`src/rtl/csl_pkg.sv`:
```
// ----------------------------------------------------------------------------
// csl_pkg: shared definitions for the cubic soft limiter
// Default sample width and the sideband record that travels with each sample.
// ----------------------------------------------------------------------------
package csl_pkg;

    // default sample width (input Q4.(N-5), output Q1.(N-2))
    localparam int CSL_SAMPLE_BITS = 24;

    // per-sample control that rides alongside the datapath
    typedef struct packed {
        logic valid;
        logic last;
        logic neg;     // input sample was negative
        logic recip;   // |x| > 1.0, reciprocal branch
    } t_side;

endpackage

```
`src/rtl/csl_recip.sv`:
```
// ----------------------------------------------------------------------------
// csl_recip: pipelined reciprocal branch, round(1 - 1/(3x))
// Restoring division of 2^(2N-6) by 3m, one quotient bit per stage, then a
// round-and-subtract stage.
// ----------------------------------------------------------------------------
module csl_recip
    import csl_pkg::*;
#(
    parameter int SAMPLE_BITS = CSL_SAMPLE_BITS
) (
    input  logic                   i_clk,
    input  logic                   i_en,
    input  logic [SAMPLE_BITS:0]   i_den,
    output logic [SAMPLE_BITS-3:0] o_mag
);

    localparam int D  = SAMPLE_BITS - 2;   // quotient bits (= output frac bits)
    localparam int DW = SAMPLE_BITS + 1;   // divisor / remainder width

    // top part of the power-of-two dividend, already below the divisor
    localparam logic [DW-1:0] REM0 = DW'(1) << (SAMPLE_BITS - 4);
    localparam logic [D:0]    ONE  = (D + 1)'(1) << D;

    logic [DW-1:0] r_rem [D-1];
    logic [DW-1:0] r_den [D-1];
    logic [D-1:0]  r_quo [D];
    logic [D-1:0]  r_y;

    logic [DW-1:0] w_rin [D];
    logic [DW-1:0] w_din [D];
    logic [D-1:0]  w_qin [D];
    logic [DW:0]   w_sh  [D];
    logic [DW-1:0] w_rnx [D];
    logic [D-1:0]  w_ge;
    logic [D:0]    w_qr;
    logic [D:0]    w_y;

    always_comb begin
        w_rin[0] = REM0;
        w_din[0] = i_den;
        w_qin[0] = '0;
        for (int i = 1; i < D; i++) begin
            w_rin[i] = r_rem[i-1];
            w_din[i] = r_den[i-1];
            w_qin[i] = r_quo[i-1];
        end
        for (int i = 0; i < D; i++) begin
            w_sh[i]  = {w_rin[i], 1'b0};
            w_ge[i]  = (w_sh[i] >= {1'b0, w_din[i]});
            w_rnx[i] = w_ge[i] ? DW'(w_sh[i] - {1'b0, w_din[i]}) : w_sh[i][DW-1:0];
        end
    end

    // quotient carries one extra bit; no ties since the divisor holds a 3
    assign w_qr = (D + 1)'(r_quo[D-1]) + (D + 1)'(1);
    assign w_y  = ONE - {1'b0, w_qr[D:1]};

    always_ff @(posedge i_clk) begin
        if (i_en) begin
            for (int i = 0; i < D; i++) begin
                r_quo[i] <= {w_qin[i][D-2:0], w_ge[i]};
            end
            for (int i = 0; i < D - 1; i++) begin
                r_rem[i] <= w_rnx[i];
                r_den[i] <= w_din[i];
            end
            r_y <= w_y[D-1:0];
        end
    end

    assign o_mag = r_y;

endmodule

```
`config.mk`:
```
export PLATFORM = sky130hd
export DESIGN_NAME = csl_recip
export DESIGN_NICKNAME = d
export VERILOG_FILES = /design/src/rtl/csl_pkg.sv /design/src/rtl/csl_recip.sv
export SDC_FILE = /design/constraint.sdc
export NUM_CORES = 2
export LEC_CHECK = 0
export BUFFER_PORTS_ARGS = -buffer_cell sky130_fd_sc_hd__buf_2
export CORE_UTILIZATION = 60
export DETAILED_ROUTE_END_ITERATION = 16
export GPL_TIMING_DRIVEN = 0
export PLACE_DENSITY = 0.76
export RECOVER_POWER = 25
export SYNTH_ARGS = -nofsm -noshare
export SYNTH_HDL_FRONTEND = slang
export SYNTH_SLANG_ARGS = --single-unit
```
`constraint.sdc`:
```
create_clock -name i_clk -period 6.8 [get_ports i_clk]
set_input_delay 1.36 -clock i_clk [delete_from_list [all_inputs] [get_ports i_clk]]
set_output_delay 1.36 -clock i_clk [all_outputs]
set_load 0.01 [all_outputs]
```
==> metrics list <==
- For this run, the top clock speed supported by timing is 191 MHz.
- CTS hold repair buffers: 0
* Count of flip-flops with a built-in enable after synthesis: 1325
* Critical path startpoint category: flop
- Post-Route Setup TNS: 0 ns
- Status: complete, no violations
* Master of the slowest instance on the critical path: sky130_fd_sc_hd__o31ai_1
* Fin util: 66.4%
- Minimum period implied by the final worst setup slack: 5.24 ns
- The worst pin sits at a relative slew slack of 19.1%.
- Power spread over the standard cell area amounts to 468 nW/um^2.
- Grt ovf: 0
* Chain of cells forming the critical path: fa_1, nor2b_1, o31a_1, o22ai_1, o31ai_1, o31a_1, a311oi_1, o21ai_1, clkbuf_1, clkbuf_1, a21oi_1
- In this run, distinct cell masters in the synthesized netlist total 88.
- The floorplan step set the die width to 352 microns.
- After detailed routing, the number of vias per cell comes to 5.92.
* Share of synthesized registers carrying an async set or reset: 0%
* Count of routing violations after the opening detailed-route iteration: 3501
* Die area: 124000 sq um
* RSZ-0062 raised after global routing: no
* Setup WS post-layout: 1.56 ns
- Relative to the synthesized area, the layout overhead comes to 9.71%.
- Ratio of cells with drive above 1 in the final layout: 5.69%
- The region available for standard cell placement spans 122000 sq um.
- By instance count, the leading cell after synthesis is sky130_fd_sc_hd__edfxtp_1.
- During I/O placement, the number of pins put on the boundary was 49.
* DR DRC count: 0
- Buffer count from post-CTS setup fixing: 0
* Critical path arrival: 5.71 ns
* Pre-CTS WS: 1.55 ns
- The critical path in this run is classified as reg2reg.
- The final hold violation count came to 0.
* Antenna Cells: 0
* Global-route met3 utilization: 3.73%
- Counting along the longest clock path gives a buffer depth of 3.
- Clock-pin slew was measured on the worst setup and hold paths at 0.06 ns.
* Mean cell area of the mapped netlist: 11.6 sq um
- Skew-Pair Late Insertion Delay: 0.79 ns
- TritonCTS built the clock tree.
* Maximum VDD drop: 0.000305 V
- Count of pins over their slew limit: 0
- Wire length per cell after detailed routing: 19.9 microns
* Cell taking the most area after synthesis: sky130_fd_sc_hd__edfxtp_1
* HPWL after detailed placement: 125000 microns
- The number of buffers and inverters on the critical path is 2.
* Critical path endpoint category: flop
- Required time at the endpoint of the critical path: 7.27 ns
- Net count of the mapped netlist: 6936
* Via count of the first global-routing pass: 49300
- Remaining antenna violation count after routing: 0
- Yosys synthesis warning count: 0
* Root buffer selected by CTS: sky130_fd_sc_hd__clkbuf_16
- The count of buffers added on input and output ports is 48.
- Initial antenna violation count: 1
- After clock tree synthesis, the repair step resized 0 gates.
- Entering global routing, the biggest net connects 187 pins.
- Part of the cycle the worst path needs: 77.1%
- Total iterations of the first detailed-routing run: 5
- After detailed routing, the total wire length is 165000 microns.
* Most used routing layer in global routing: met2
* Total via count after detailed routing: 49100
* Final Net Count: 7138
- The min-delay analysis places its worst path in the category reg2reg.
- # rows: 128
* Fraction of post-synthesis cell area in the top cell type by area: 54.0%
- Once the floorplan was initialized, standard cells occupied 60.5% of the core.
- Sequential cell area fraction in the yosys report: 54.0%
- Top cells by area in the synthesized netlist: sky130_fd_sc_hd__edfxtp_1, sky130_fd_sc_hd__ha_1, sky130_fd_sc_hd__mux2_1
- The most used flip-flop cell after synthesis is sky130_fd_sc_hd__edfxtp_1.
- Across every metal layer, demand over resource in global routing totals 26.3%.
- Clock skew on the completed layout was measured at 0.0284 ns.
* Setup-violating endpoint count in the final report: 0
* GRT met1 Usage: 27.6%
- Among cell families on the critical path, the largest total delay comes from compound AO/OA/AOI/OAI gates.
* Met2 layer usage reported by global route: 49.0%
* Leakage power summed over all cells: 0.0326 uW
- The H-tree generated during clock tree synthesis spans 4 levels.
- Routability-driven placement finished with a final weighted congestion of 0.947.
- Number of buffers created by CTS: 145
* Global-route wire length before repair: 256000 microns
* Most frequent cells after synthesis: sky130_fd_sc_hd__edfxtp_1, sky130_fd_sc_hd__inv_1, sky130_fd_sc_hd__ha_1
* Post-Synthesis Cells: 6362
* Critical Path Fanout Max: 10
* Netlist area before placement: 73600 sq um
- Largest stage delay on the critical path: 0.71 ns
- Tot Pwr: 37800 uW
- In this run the vertical extent of the chip is 352 microns.
* Worst slew pin tran: 1.21 ns
* Flop and latch count out of synthesis: 1325
- Clock sink total: 1325
* Max capacitance violation total: 0
[kinds of logic after synthesis]
kind of cell | after synthesis | synth area share (%)
AO/OA/AOI/OAI | 1541 | 13.2
AND/OR/NAND/NOR | 1394 | 9.13
flip-flops | 1325 | 54.0
buffers and inverters | 807 | 4.17
adder cells (fa/ha/maj) | 547 | 9.50
XOR/XNOR | 449 | 5.34
multiplexers | 299 | 4.63
[layout by cell type (no fill, tap or decap), types with 202 or more instances in the layout]
master	synthesis	routed
sky130_fd_sc_hd__a21o_1	202	202
sky130_fd_sc_hd__a21oi_1	470	470
sky130_fd_sc_hd__edfxtp_1	1325	1325
sky130_fd_sc_hd__ha_1	527	527
sky130_fd_sc_hd__inv_1	670	670
sky130_fd_sc_hd__mux2_1	225	225
sky130_fd_sc_hd__nand2_1	382	382
sky130_fd_sc_hd__nor2_1	367	367
sky130_fd_sc_hd__o21ai_0	218	218
sky130_fd_sc_hd__xnor2_1	275	275
[final cells by class]
type,count,area (sq um)
clock inverters,80,795
repair buffers,55,448
flip-flops and latches,1325,39800
clock buffers,180,3870
well taps,1625,2030
multi-input cells,4230,30800
plain buffers,128,523
inverters,679,2550
fillers,8958,40900
[flip-flops by register name, summed over array words and instances (netlist names)]
signal	flops
r_den	525
r_rem	525
r_quo	253
o_mag	22
[per-layer routing]
metal	vias up	wire length (microns)
met4	0	10700
met3	521	6680
met2	1311	87100
met1	23400	60600
met5	-	0
li1	23800	-
[power by group]
group	switching, uW	internal [uW]
registers	1170	12000
logic	9710	7190
clock network	3230	4510
[final timing paths]
| check | startpoint | endpoint | slack [ns] | depth (start not counted) |
|---|---|---|---|---|
| hold reg to reg | r_quo[2][0] | r_quo[2][23] | 0.40 | 0 |
| setup reg to reg | r_den[1][25] | r_rem[1][61] | 1.56 | 11 |
| setup / recovery | r_den[1][25] | r_rem[1][61] | 1.56 | 11 |
| hold / removal | r_quo[2][0] | r_quo[2][23] | 0.40 | 0 |
[through the flow]
step	hold slack, ns	cells	area, sq um
floorplan	0.400	6362	73600
global route	0.409	8302	80800
global placement	0.401	8035	75900
finish	0.399	8302	80800
detailed placement	0.405	8042	76100
CTS	0.399	8302	80800
(Power assumes the default switching activity.)
