[config.mk]
export PLATFORM = sky130hd
export DESIGN_NAME = csl_cubic
export DESIGN_NICKNAME = d
export VERILOG_FILES = /design/src/rtl/csl_pkg.sv /design/src/rtl/csl_cubic.sv
export SDC_FILE = /design/constraint.sdc
export NUM_CORES = 2
export LEC_CHECK = 0
export BUFFER_PORTS_ARGS = -buffer_cell sky130_fd_sc_hd__buf_2
export CAP_MARGIN = 20
export CORE_AREA = 2 2 442 444
export DETAILED_ROUTE_END_ITERATION = 7
export DIE_AREA = 0 0 444 446
export PLACE_DENSITY = 0.5
export SETUP_SLACK_MARGIN = 0.4
export SLEW_MARGIN = 20
export SYNTH_ARGS = -nofsm -noshare
export SYNTH_HDL_FRONTEND = slang
export SYNTH_SLANG_ARGS = --single-unit
[constraint.sdc]
create_clock -name i_clk -period 14.9 [get_ports i_clk]
set_input_delay 0.745 -clock i_clk [delete_from_list [all_inputs] [get_ports i_clk]]
set_output_delay 0.745 -clock i_clk [all_outputs]
set_load 0.1 [all_outputs]
[src/rtl/csl_pkg.sv]
// ----------------------------------------------------------------------------
// csl_pkg: shared definitions for the cubic soft limiter
// Default sample width and the sideband record that travels with each sample.
// ----------------------------------------------------------------------------
package csl_pkg;

    // default sample width (input Q4.(N-5), output Q1.(N-2))
    localparam int CSL_SAMPLE_BITS = 24;

    // per-sample control that rides alongside the datapath
    typedef struct packed {
        logic valid;
        logic last;
        logic neg;     // input sample was negative
        logic recip;   // |x| > 1.0, reciprocal branch
    } t_side;

endpackage

[src/rtl/csl_cubic.sv]
// ----------------------------------------------------------------------------
// csl_cubic: pipelined cubic branch, round(m - m^3/3)
// Magnitude in Q(F) input units, result in Q(G) output units. Six arithmetic
// stages, then a delay line so the result lines up with the divider.
// ----------------------------------------------------------------------------
module csl_cubic
    import csl_pkg::*;
#(
    parameter int SAMPLE_BITS = CSL_SAMPLE_BITS,
    parameter int LATENCY     = CSL_SAMPLE_BITS - 1
) (
    input  logic                   i_clk,
    input  logic                   i_en,
    input  logic [SAMPLE_BITS-5:0] i_mag,
    output logic [SAMPLE_BITS-3:0] o_mag
);

    localparam int F    = SAMPLE_BITS - 5;
    localparam int G    = SAMPLE_BITS - 2;
    localparam int CS   = 2 * SAMPLE_BITS - 13;
    localparam int MW   = F + 1;
    localparam int SQW  = 2 * MW;
    localparam int TLW  = MW;
    localparam int THW  = SQW - TLW;
    localparam int PW   = 2 * MW;
    localparam int NW   = 3 * F + 3;
    localparam int XW   = SAMPLE_BITS;
    localparam int S3   = SAMPLE_BITS + 2;
    localparam int PRW  = 2 * SAMPLE_BITS + 1;
    localparam int PAD  = LATENCY - 6;

    localparam logic [SQW-1:0]         THREE_SQ = SQW'(3) << (2 * F);
    localparam logic [NW-1:0]          HALF     = NW'(3) << (CS - 1);
    localparam logic [SAMPLE_BITS:0]   MAG3     =
        (SAMPLE_BITS + 1)'((64'd1 << S3) / 64'd3);

    // stage 1: m^2
    logic [MW-1:0]  r_m1;
    logic [SQW-1:0] r_sq;
    // stage 2: low partial product of m * (3 - m^2)
    logic [MW-1:0]  r_m2;
    logic [THW-1:0] r_th;
    logic [PW-1:0]  r_plo2;
    // stage 3: high partial product
    logic [PW-1:0]  r_plo3;
    logic [PW-1:0]  r_phi;
    // stage 4: scaled and rounded numerator (still times 3)
    logic [XW-1:0]  r_x4;
    // stage 5: reciprocal-multiply estimate of x/3
    logic [XW-1:0]  r_x5;
    logic [XW-1:0]  r_qe;
    // stage 6: corrected quotient
    logic [G-1:0]   r_q6;
    logic [G-1:0]   r_dly [PAD];

    logic [SQW-1:0] w_sq;
    logic [SQW-1:0] w_t;
    logic [PW-1:0]  w_plo;
    logic [PW-1:0]  w_phi;
    logic [NW-1:0]  w_n;
    logic [PRW-1:0] w_pr;
    logic [XW+1:0]  w_r;
    logic [XW-1:0]  w_q;

    assign w_sq  = SQW'(i_mag) * SQW'(i_mag);
    assign w_t   = THREE_SQ - r_sq;
    assign w_plo = PW'(r_m1) * PW'(w_t[TLW-1:0]);
    assign w_phi = PW'(r_m2) * PW'(r_th);
    assign w_n   = (NW'(r_phi) << TLW) + NW'(r_plo3) + HALF;
    assign w_pr  = PRW'(r_x4) * PRW'(MAG3);
    // estimate is exact or one low
    assign w_r   = (XW + 2)'(r_x5) - (((XW + 2)'(r_qe) << 1) + (XW + 2)'(r_qe));
    assign w_q   = (w_r >= (XW + 2)'(3)) ? (r_qe + XW'(1)) : r_qe;

    always_ff @(posedge i_clk) begin
        if (i_en) begin
            r_m1   <= i_mag;
            r_sq   <= w_sq;
            r_m2   <= r_m1;
            r_th   <= w_t[SQW-1:TLW];
            r_plo2 <= w_plo;
            r_plo3 <= r_plo2;
            r_phi  <= w_phi;
            r_x4   <= XW'(w_n >> CS);
            r_x5   <= r_x4;
            r_qe   <= XW'(w_pr >> S3);
            r_q6   <= w_q[G-1:0];
            r_dly[0] <= r_q6;
            for (int k = 1; k < PAD; k++) begin
                r_dly[k] <= r_dly[k-1];
            end
        end
    end

    assign o_mag = r_dly[PAD-1];

endmodule

==> out/metrics.csv <==
stage,metric,value,unit
setup_path,end_kind,flop,
job,maxCapViolations,0,
cts,insertion_delay,680,ps
floorplan,coreArea,194000,µm²
timing,slew_headroom,25.9,%
cts,root_buffer,clkbuf_16,
timing,clock_skew,57.9,ps
global_routing,grt_overflow,0,
drt,routed_via_density,4.70,
cts,numCtsBuffers,73,
synth,syn_nets,7848,
floorplan,die-height,446,µm
floorplan,fp.dieW,444,µm
cts,post_cts_resized,0,
timing,finalCritPeriodShare,60.9,%
timing,fin_tns_setup,0,ps
global_routing,antenna_found_initial,3,
setup_path,critical_path_required,15300,ps
placed_design,portBuffers,43,
cts,cts_hold_buf,0,
setup_path,crit_type,flop to flop,
setup_path,startpoint_type,flop,
placed_design,placed_area,70300,µm²
synth,synthArstFlopShare,0,%
layout,layout_common_cells,"1326 x inv_1, 1075 x fa_1, 694 x ha_1",
timing,layout_min_cycle_time,9080,ps
floorplan,initial_utilization,34.8,%
synth,syn_area_per_cell,11.1,µm²
drt,drt_pre_antenna_iters,5,
setup_path,worstPathArrival,9480,ps
drt,ant_nets,0,
drt,wl_per_cell,16.8,µm
placed_design,place_congestion,0.842,
cts,cts.sinks,644,
global_routing,grt_pass1_wl,238,mm
min_path,worstHoldPathType,flop to flop,
synth,yosysUniqueCellTypes,83,
drt,via_count,40400,
timing,finalSetupViolCount,0,
drt,drt-initial-drc-count,1954,
synth,syn_inst,6057,
cts,clk_pin_slew,60,ps
timing,worstMarginPinSlew,1110,ps
layout,area_growth,7.96,%
cts,htreeDepth,3,
drt,route.detailed.drc,0,
cts,cts_buffer_depth,3,
floorplan,io_pins,44,
setup_path,worstPathMaxFanout,45,
layout,design_area,72700,µm²
timing,grt_setup_unrepaired,no,
floorplan,rows,162,
global_routing,grt_pass1_vias,44100,
timing,hold_viol_final,0,
synth,synthFlopType,edfxtp_1,
layout,drive_gt1_share,4.07,%
layout,final_common_cell,inv_1,
synth,netlist_area,67300,µm²
layout,finalNetCount,7799,
global_routing,track_usage,15.0,%
timing,fmax,110,MHz
floorplan,dieArea,198000,µm²
synth,synth_seq_cells,644,
outcome,status,"finished, final reports clean",
timing,slew_violations,0,
drt,totalWireLength,144,mm
cts,cts_tree,yes,
layout,diodes,0,
global_routing,grt_max_degree,197,
synth,synth-edff-count,644,
synth,yosysSeqAreaShare,28.7,%
synth,synth_warnings,0,
placed_design,hpwlAfterDp,112,mm
cts,post_cts_buffers,0,
-- worst max-delay path, stage by stage, from the launching register on --
cell and delay (ps):
edfxtp_1 320, buf_4 440, inv_1 310, ha_1 340, nand3_1 150, xor2_2 870, nand2_1 170, fa_1 500
fa_1 530, fa_1 520, inv_1 60, fa_1 560, fa_1 450, fa_1 490, inv_1 50, fa_1 480
inv_1 40, ha_1 300, a21o_1 190, a21oi_1 130, o21ai_0 120, a2bb2oi_1 190, nand2_1 170, a21oi_1 370
o21ai_0 360, a211oi_1 440, o21bai_1 120, xor2_1 150
-- path summary, 6_finish.rpt --
path | start | endpoint | slack (ps) | depth (start not counted)
worst min register to register | r_q6[9] | r_dly[0][9] | 410 | 0
worst min-delay path | r_q6[9] | r_dly[0][9] | 410 | 0
worst max register to register | r_m1[0] | r_plo2[38] | 5820 | 27
worst max-delay path | r_m1[0] | r_plo2[38] | 5820 | 27
-- cell families (layout without fill, tap and decap cells) --
family / Yosys count / after routing / synth area share [%]
fa+ha+maj: 1769 / 1769 / 44.8
buf+inv: 1547 / 1553 / 8.76
simple gates: 1416 / 1416 / 10.3
flops: 644 / 644 / 28.7
compound gates: 470 / 470 / 4.64
xor+xnor: 207 / 207 / 2.69
mux: 4 / 4 / 0.0613
-- per-stage QoR --
step	util, %	instances	hold WS (ps)	setup WS (ps)
2_1_floorplan	-	6057	400	6870
3_3_place_gp	36.3	8475	401	5160
3_5_place_dp	36.3	8475	405	5140
4_1_cts	37.6	8605	405	5160
5_1_grt	37.6	8605	410	5170
6_report	37.6	8605	406	5820
-- metal layers --
metal | routed length (µm) | GRT usage (%)
met4 | 3110 | 3.61
met2 | 68000 | 25.4
met5 | 13 | 0
met3 | 5620 | 1.79
met1 | 67600 | 20.7
-- registers in the layout, indices dropped and copies added (netlist names) --
signal  flops
r_q6       22
r_plo3     20
r_th       20
r_x4       24
r_plo2     20
r_x5       24
r_m2       20
r_qe       23
r_dly     374
r_phi      39
r_m1       20
r_sq       38
-- layout make-up --
class	count	area [µm²]
fillers	18900	121000
multi-input cells	3866	42200
flip-flops and latches	644	19300
inverters	1326	4980
well taps	2542	3180
clock buffers	86	1880
repair buffers	97	647
clock inverters	44	473
-- cells in the mapped netlist (26+ instances only) --
cell type     n  area share (%)
xnor2_1     144             1.9
nand3_1      45            0.33
a21oi_1     130            0.97
a21o_1       71            0.79
nor2_1      135            0.75
o21ai_0      83            0.62
clkbuf_1    195             1.1
inv_1      1326             7.4
nor3_1       39            0.29
ha_1        694              13
o21a_1       28            0.31
fa_1       1075              32
xor2_1       63            0.82
and2_1      402             3.7
and3_1       26            0.24
edfxtp_1    644              29
nand2_1     645             3.6
Power is left out: the tool's default activity adds up to more than one toggle a clock period on the data nets, which glitch-free logic cannot reach.
